**config.mk**
```make
export PLATFORM = sky130hd
export DESIGN_NAME = first_fit_partition_allocator
export DESIGN_NICKNAME = d
export VERILOG_FILES = /design/src/sv/ffpa_pkg.sv /design/src/sv/first_fit_partition_allocator.sv /design/src/sv/ffpa_cell.sv
export VERILOG_INCLUDE_DIRS = /design/src /design/src/sv
export SDC_FILE = /design/constraint.sdc
export NUM_CORES = 1
export LEC_CHECK = 0
export BUFFER_PORTS_ARGS = -buffer_cell sky130_fd_sc_hd__buf_2
export CAP_MARGIN = 40
export CORE_MARGIN = 2
export CORE_UTILIZATION = 56
export DETAILED_ROUTE_END_ITERATION = 8
export GPL_TIMING_DRIVEN = 0
export PLACE_DENSITY = 0.81
export SLEW_MARGIN = 20
export SYNTH_ARGS = -nofsm -noshare
export SYNTH_HDL_FRONTEND = slang
export SYNTH_SLANG_ARGS = --single-unit
```
**constraint.sdc**
```tcl
create_clock -name aclk -period 2.83 [get_ports aclk]
set_input_delay 0.283 -clock aclk [delete_from_list [all_inputs] [get_ports aclk]]
set_output_delay 0.283 -clock aclk [all_outputs]
set_load 0.01 [all_outputs]
```
**src/sv/first_fit_partition_allocator_assert.svh**
```systemverilog
// Assertion macros for the first-fit partition allocator.
`ifndef FIRST_FIT_PARTITION_ALLOCATOR_ASSERT_SVH
`define FIRST_FIT_PARTITION_ALLOCATOR_ASSERT_SVH

`ifndef NO_ASSERTIONS

// Check cons in the same cycle as ante.
`define FFPA_ASSERT_NOW(label, clk, rstn, ante, cons) \
    label: assert property (@(posedge clk) disable iff (!rstn) (ante) |-> (cons)) \
        else $error("ffpa assertion failed");

// Check cons in the cycle after ante.
`define FFPA_ASSERT_NEXT(label, clk, rstn, ante, cons) \
    label: assert property (@(posedge clk) disable iff (!rstn) (ante) |=> (cons)) \
        else $error("ffpa assertion failed");

`else

`define FFPA_ASSERT_NOW(label, clk, rstn, ante, cons)
`define FFPA_ASSERT_NEXT(label, clk, rstn, ante, cons)

`endif

`endif

```
**src/sv/ffpa_pkg.sv**
```systemverilog
// Shared types and constants of the first-fit partition allocator.
`timescale 1ns / 1ps

package ffpa_pkg;

    localparam int SIZE_W  = 16;
    localparam int OCC_W   = 20;
    localparam int ACT_W   = 5;
    localparam int IDX_W   = 4;

    localparam logic [SIZE_W-1:0] TOTAL_RESET = 16'd2000;
    localparam logic [OCC_W-1:0]  OCC_MAX     = 20'hFFFFF;

    localparam logic FUNC_LOAD  = 1'b0;
    localparam logic FUNC_ALLOC = 1'b1;

    localparam logic REG_TOTAL  = 1'b0;
    localparam logic REG_ACTIVE = 1'b1;

    typedef struct packed {
        logic              valid;
        logic [SIZE_W-1:0] req;
    } token_t;

    typedef enum logic [1:0] {
        ST_IDLE,
        ST_SCAN,
        ST_DONE
    } alloc_state_t;

endpackage

```
**src/sv/first_fit_partition_allocator.sv**
```systemverilog
// Top level of the first-fit partition allocator: control, status and cell chain.
// A load word, or an allocate word with no active partition, goes from IDLE to DONE
// and back to IDLE; any other allocate word passes through SCAN, which ends at the
// first fitting partition, or at the last active one when none fits.
// The request travels down a chain of PARTITIONS cells, one cell per cycle, and
// the first free active cell that is large enough takes it; after the scan ends,
// the DONE state registers the result word onto the m_ side.
`timescale 1ns / 1ps
`include "first_fit_partition_allocator_assert.svh"

module first_fit_partition_allocator import ffpa_pkg::*; #(
    parameter int PARTITIONS = 16
) (
    input  logic        aclk,
    input  logic        aresetn,
    input  logic        s_tvalid,
    output logic        s_tready,
    input  logic [23:0] s_tdata,    // entry_index[3:0], size_value[19:4], zero[23:20]
    input  logic        s_tuser,    // func
    output logic        m_tvalid,
    input  logic        m_tready,
    output logic [23:0] m_tdata,    // granted[0], partition_number[4:1],
                                    // remaining_space[20:5], over_capacity[21], zero[23:22]
    input  logic        cfg_wr_en,
    input  logic        cfg_addr,
    input  logic [15:0] cfg_wr_data
);

    localparam int PW  = (PARTITIONS > 1) ? $clog2(PARTITIONS) : 1;
    localparam int CW  = $clog2(PARTITIONS + 1);
    localparam int AW  = (CW > ACT_W) ? CW : ACT_W;
    localparam int IXW = (PW > IDX_W) ? PW : IDX_W;

    logic [SIZE_W-1:0] total_reg;
    logic [ACT_W-1:0]  active_reg;
    logic [OCC_W-1:0]  occ_reg;
    logic [OCC_W-1:0]  occ_next;
    logic [PW-1:0]     count_reg;
    logic [PW-1:0]     count_next;
    logic [SIZE_W-1:0] req_reg;
    logic              launch_reg;
    logic              granted_reg;
    logic              granted_next;
    logic [IDX_W-1:0]  number_reg;
    logic [IDX_W-1:0]  number_next;
    logic              m_tvalid_reg;
    logic [23:0]       m_tdata_reg;

    alloc_state_t state_reg;
    alloc_state_t state_next;

    logic              s_func;
    logic [IDX_W-1:0]  s_index;
    logic [SIZE_W-1:0] s_size;
    logic              out_free;
    logic              accept;
    logic              scan_last;
    logic              grant_any;
    logic              flush;
    logic              capture;
    logic [CW-1:0]     n_active;
    logic [IXW-1:0]    count_ext;
    logic [OCC_W:0]    occ_sum;
    logic              over;
    logic [SIZE_W-1:0] remaining;

    logic [PARTITIONS-1:0] grant_vec;
    logic [PARTITIONS-1:0] load_vec;
    logic [PARTITIONS-1:0] active_vec;
    logic [PARTITIONS-1:0] tok_valid_vec;
    token_t                tok_chain [PARTITIONS+1];

    assign s_func  = s_tuser;
    assign s_index = s_tdata[3:0];
    assign s_size  = s_tdata[19:4];

    assign out_free  = !m_tvalid_reg || m_tready;
    assign accept    = s_tvalid && s_tready;
    assign n_active  = (AW'(active_reg) > AW'(PARTITIONS)) ? CW'(PARTITIONS) : CW'(active_reg);
    assign scan_last = (CW'(count_reg) == (n_active - CW'(1)));
    assign grant_any = |grant_vec;
    assign count_ext = IXW'(count_reg);

    assign tok_chain[0].valid = launch_reg;
    assign tok_chain[0].req   = req_reg;

    for (genvar i = 0; i < PARTITIONS; i++) begin : g_cell
        assign load_vec[i]      = accept && (s_func == FUNC_LOAD) && (IXW'(s_index) == IXW'(i));
        assign active_vec[i]    = CW'(i) < n_active;
        assign tok_valid_vec[i] = tok_chain[i+1].valid;

        ffpa_cell u_cell (
            .aclk      (aclk),
            .aresetn   (aresetn),
            .load_en   (load_vec[i]),
            .load_size (s_size),
            .active    (active_vec[i]),
            .flush     (flush),
            .tok_in    (tok_chain[i]),
            .tok_out   (tok_chain[i+1]),
            .grant     (grant_vec[i])
        );
    end

    always_comb begin
        state_next = state_reg;
        case (state_reg)
            ST_IDLE: begin
                if (accept) begin
                    if (s_func == FUNC_ALLOC && n_active != '0) begin
                        state_next = ST_SCAN;
                    end else begin
                        state_next = ST_DONE;
                    end
                end
            end
            ST_SCAN: begin
                if (grant_any || scan_last) begin
                    state_next = ST_DONE;
                end
            end
            ST_DONE: begin
                state_next = ST_IDLE;
            end
            default: begin
                state_next = ST_IDLE;
            end
        endcase
    end

    always_comb begin
        s_tready     = 1'b0;
        flush        = 1'b0;
        capture      = 1'b0;
        count_next   = count_reg;
        granted_next = granted_reg;
        number_next  = number_reg;
        occ_next     = occ_reg;
        occ_sum      = {1'b0, occ_reg} + (OCC_W+1)'(req_reg);
        case (state_reg)
            ST_IDLE: begin
                s_tready     = out_free;
                count_next   = '0;
                granted_next = 1'b0;
                number_next  = '0;
            end
            ST_SCAN: begin
                if (grant_any) begin
                    flush        = 1'b1;
                    granted_next = 1'b1;
                    number_next  = count_ext[IDX_W-1:0];
                    occ_next     = occ_sum[OCC_W] ? OCC_MAX : occ_sum[OCC_W-1:0];
                end else if (scan_last) begin
                    flush = 1'b1;
                end else begin
                    count_next = count_reg + PW'(1);
                end
            end
            ST_DONE: begin
                capture = 1'b1;
            end
            default: begin
            end
        endcase
    end

    assign over      = occ_reg > OCC_W'(total_reg);
    assign remaining = over ? '0 : (total_reg - occ_reg[SIZE_W-1:0]);

    always_ff @(posedge aclk) begin
        if (!aresetn) begin
            state_reg    <= ST_IDLE;
            total_reg    <= TOTAL_RESET;
            active_reg   <= '0;
            occ_reg      <= '0;
            launch_reg   <= 1'b0;
            m_tvalid_reg <= 1'b0;
        end else begin
            state_reg  <= state_next;
            occ_reg    <= occ_next;
            launch_reg <= accept && (s_func == FUNC_ALLOC) && (n_active != '0);
            if (cfg_wr_en) begin
                case (cfg_addr)
                    REG_TOTAL:  total_reg  <= cfg_wr_data;
                    REG_ACTIVE: active_reg <= cfg_wr_data[ACT_W-1:0];
                    default: begin
                    end
                endcase
            end
            if (capture) begin
                m_tvalid_reg <= 1'b1;
            end else if (m_tready) begin
                m_tvalid_reg <= 1'b0;
            end
        end
        count_reg   <= count_next;
        granted_reg <= granted_next;
        number_reg  <= number_next;
        if (accept) begin
            req_reg <= s_size;
        end
        if (capture) begin
            m_tdata_reg <= {2'b00, over, remaining, number_reg, granted_reg};
        end
    end

    assign m_tvalid = m_tvalid_reg;
    assign m_tdata  = m_tdata_reg;

    `FFPA_ASSERT_NOW(a_one_grant, aclk, aresetn, 1'b1, $onehot0(grant_vec))
    `FFPA_ASSERT_NOW(a_one_token, aclk, aresetn, 1'b1, $onehot0({tok_valid_vec, launch_reg}))
    `FFPA_ASSERT_NOW(a_scan_out_empty, aclk, aresetn, state_reg == ST_SCAN, !m_tvalid_reg)
    `FFPA_ASSERT_NEXT(a_flush_done, aclk, aresetn, flush, state_reg == ST_DONE && tok_valid_vec == '0)

endmodule

```
**src/sv/ffpa_cell.sv**
```systemverilog
// One partition cell: holds size and busy mark, checks the passing request.
`timescale 1ns / 1ps

module ffpa_cell import ffpa_pkg::*; (
    input  logic              aclk,
    input  logic              aresetn,
    input  logic              load_en,
    input  logic [SIZE_W-1:0] load_size,
    input  logic              active,
    input  logic              flush,
    input  token_t            tok_in,
    output token_t            tok_out,
    output logic              grant
);

    logic [SIZE_W-1:0] size_reg;
    logic [SIZE_W-1:0] size_next;
    logic              busy_reg;
    logic              busy_next;
    token_t            tok_reg;
    token_t            tok_next;

    assign grant = tok_in.valid && active && !busy_reg && (size_reg >= tok_in.req);

    always_comb begin
        size_next = size_reg;
        busy_next = busy_reg;
        if (load_en) begin
            size_next = load_size;
            busy_next = 1'b0;
        end else if (grant) begin
            busy_next = 1'b1;
        end
        tok_next.valid = tok_in.valid && !grant && !flush;
        tok_next.req   = tok_in.req;
    end

    always_ff @(posedge aclk) begin
        if (!aresetn) begin
            size_reg      <= '0;
            busy_reg      <= 1'b0;
            tok_reg.valid <= 1'b0;
        end else begin
            size_reg      <= size_next;
            busy_reg      <= busy_next;
            tok_reg.valid <= tok_next.valid;
        end
        tok_reg.req <= tok_next.req;
    end

    assign tok_out = tok_reg;

endmodule
```
==> flow_summary_export.csv <==
group,metric,value,unit
run_status,status,"complete, but fails checks",
run_status,violations,"setup timing",
setup_path,rr_startpoint,"g_cell[11].u_cell.size_reg[0]$_SDFFE_PN0P_",
timing,fmaxAchievable,301,MHz
setup_path,reg2reg_slack,-500,ps
timing,finalMaxSlewViolations,0,
logic_synthesis,synth-edff-count,47,
place,port-buffer-count,65,
place,place_worst_setup_slack,-1130,ps
clocking,clockBufferDepth,3,
floorplan,start_util,56.7,%
logic_synthesis,ys_seq_area_share,48.7,%
logic_synthesis,syn_inst,2946,
timing,min_period_over_period,118,%
logic_synthesis,yosys-top-cells-area,"dfxtp_1 43%, ha_1 15%, nand2_1 8.7%, a21oi_1 6.8%, edfxtp_1 5.3%",
pwr,leakage,13.6,nW
logic_synthesis,synth_adder_area_share,14.7,%
setup_path,cp-endpoint,"occ_reg[12]$_SDFFE_PN0P_",
clocking,cts_tree,"built",
finish,design_area,31400,µm²
setup_path,cp.arrival,3840,ps
timing,worst_pin_slew,999,ps
logic_synthesis,yosys_warnings,0,
routing,drc,0,
global_route,antenna_found_initial,5,
place,dpl_cell_area,27800,µm²
timing,slew_headroom,33.4,%
pwr,finalPower,19.1,mW
finish,drive_gt1_share,12.6,%
setup_path,crit_type,"reg2reg",
setup_path,start_kind,"flop",
floorplan,core_area,46600,µm²
global_route,grt_pass1_vias,21906,
timing,finalClockSkew,27.8,ps
global_route,grt_overflow,0,
logic_synthesis,synth_most_common_cell,"nand2_1",
global_route,grt_pass1_wl,118000,µm
floorplan,rows,79,
place,gp_congestion,0.928,
routing,drt_iter0_markers,2067,
logic_synthesis,avgSynthCellArea,8.96,µm²
global_route,grt_max_degree,24,
logic_synthesis,async_flop_share,0,%
timing,fin_crit,3330,ps
setup_path,critPathLaunch,"g_cell[11].u_cell.size_reg[0]$_SDFFE_PN0P_",
pwr,vdd_drop_max,0.653,mV
finish,synthToLayoutAreaGrowth,19.0,%
logic_synthesis,synth_compound_area_share,14.0,%
setup_path,rr_worst_depth,14,
timing,setup_viol,46,
logic_synthesis,synthMuxAreaShare,0,%
logic_synthesis,synth_top_area_share,43.4,%
global_route,grtUsageTotal,30.6,%
routing,via_per_inst,5.81,
setup_path,worstPathMaxFanout,6,
routing,drt-total-wl,77400,µm
logic_synthesis,yosys-top-cells-count,"610 x nand2_1, 572 x dfxtp_1, 359 x a21oi_1",
floorplan,die-area,48900,µm²
clocking,cts_buffers,60,
flow_run,maxCapViolCount,0,
clocking,clk_latency,630,ps
finish,nets,3520,
floorplan,pin_count,73,
hold_path,min_path_cells,3,
logic_synthesis,ys_seq_elements,619,
setup_path,crit_required,3340,ps
clocking,clock-sinks,619,
logic_synthesis,synth_top_family_by_area,"simple AND/OR/NAND/NOR gates",
floorplan,die_y,221,µm
routing,ant_nets,0,
timing,fin_ws,-497,ps
timing,rsz0062_at_grt,"yes",
logic_synthesis,synth_area_leader_cell,"dfxtp_1",
pwr,powerDensity,607,nW/µm²
setup_path,end_kind,"flop",
routing,drt_pass1_iterations,6,
clocking,htreeDepth,2,
logic_synthesis,synth_xor_area_share,0.962,%
logic_synthesis,ys_types,69,
routing,wire_per_inst,20.3,µm
finish,post-route-util,67.5,%
setup_path,reg2reg_to,"occ_reg[12]$_SDFFE_PN0P_",
finish,largest_reg_flops,256,
logic_synthesis,synth_ff_type,"dfxtp_1",
routing,vias,22176,
clocking,path_clk_slew,60,ps
floorplan,die_x,221,µm
clocking,root_buffer,"clkbuf_16",
hold_path,hp-class,"in2reg",
place,hpwl,55600,µm
logic_synthesis,syn-cell-area,26400,µm²
logic_synthesis,synthSimpleGateAreaFrac,15.4,%
timing,hold_viol_final,0,
==> worst min-delay path by stage <==
stage                                                    start                                    end  slack, ps
after floorplan           g_cell[9].u_cell.tok_out[10]$_DFF_P_  g_cell[10].u_cell.tok_out[10]$_DFF_P_        330
after global placement     g_cell[1].u_cell.tok_out[6]$_DFF_P_    g_cell[2].u_cell.tok_out[6]$_DFF_P_        340
after detailed placement   g_cell[1].u_cell.tok_out[5]$_DFF_P_    g_cell[2].u_cell.tok_out[5]$_DFF_P_        340
after CTS                                             cfg_addr             active_reg[1]$_SDFFE_PN0P_          5
after global routing                                  cfg_addr             active_reg[4]$_SDFFE_PN0P_         20
final                                                cfg_wr_en             active_reg[1]$_SDFFE_PN0P_         20
==> placed cells by master, fill, tap and decap left out, types with 8 or more instances in the layout <==
cell and n:
nand3_1 30, nand2b_1 25, nand2_1 609, a21o_1 29, a311oi_2 13, and3_1 17, buf_8 10, o21ai_0 50
xnor2_1 14, o21a_1 17, ha_4 11, nand4_1 23, nor2_4 8, clkbuf_2 15, o211ai_1 11, clkbuf_1 106
buf_6 20, buf_1 9, inv_1 305, dfxtp_2 29, clkbuf_16 62, a211oi_1 20, buf_4 36, nor2_1 94
nor3_1 30, a21oi_1 355, edfxtp_1 47, dfxtp_1 543, xor2_1 15, a31oi_1 14, dlygate4sd3_1 33, a211o_1 11
buf_2 67, clkbuf_8 22, ha_1 293, nor2b_1 20
==> where the power goes <==
part	switching [mW]	internal (mW)	leakage, nW
registers	0.279	9.24	5.17
logic	0.973	0.565	7.45
clock network	3.32	4.70	0.984
==> metrics by stage <==
stage | cells | TNS, ps | hold slack, ps
finish | 3820 | -17320 | 20.8
global route | 3818 | -22850 | 22.7
CTS | 3801 | -11470 | 5.32
detailed placement | 3638 | -90920 | 336
global placement | 3619 | -85700 | 337
floorplan | 2947 | 0 | 331
==> final cells by class <==
cell class              instances  area, µm²
clock inverters                 7        104
multi-input cells            1891      12800
repair buffers                158       1260
fillers                      3360      15100
inverters                     310       1160
flip-flops and latches        619      12900
diodes                          3       7.51
plain buffers                 125        558
clock buffers                 100       1890
well taps                     607        759
==> metal layers <==
layer	track usage (%)	wire, µm	up-vias
met5	0	49	-
li1	-	-	10348
met3	5.55	6540	315
met1	36.5	29200	10483
met2	51.1	36300	1024
met4	19.1	5350	6
==> timing repair <==
item | 4_1_cts | 5_1_grt
hold buffers | 33 | 0
gates cloned | 3 | 1
buffers inserted | 20 | 15
endpoints found under the hold margin | 38 | 0
gates resized for setup | 168 | 65
pin swaps | 59 | 20
endpoints found under the setup margin | 238 | 145
==> worst max-delay path, stage by stage, from the launching register on <==
cell and delay, ps:
dfxtp_1 360, inv_1 70, ha_1 260, nand2b_1 180
a2111oi_4 370, o32a_1 270, a2111oi_4 100, nor2_1 200
nand4_1 280, nor4_4 280, buf_4 190, a21oi_4 90
buf_6 190, buf_12 130, a311oi_1 240
==> cells by family after synthesis <==
logic type / count (synthesis)
flip-flops: 619
AND/OR/NAND/NOR: 935
XOR/XNOR: 29
AO/OA/AOI/OAI: 617
adder cells (fa/ha/maj): 308
other: 1
buffers and inverters: 437
No activity file was read; power rests on OpenSTA's default activity.
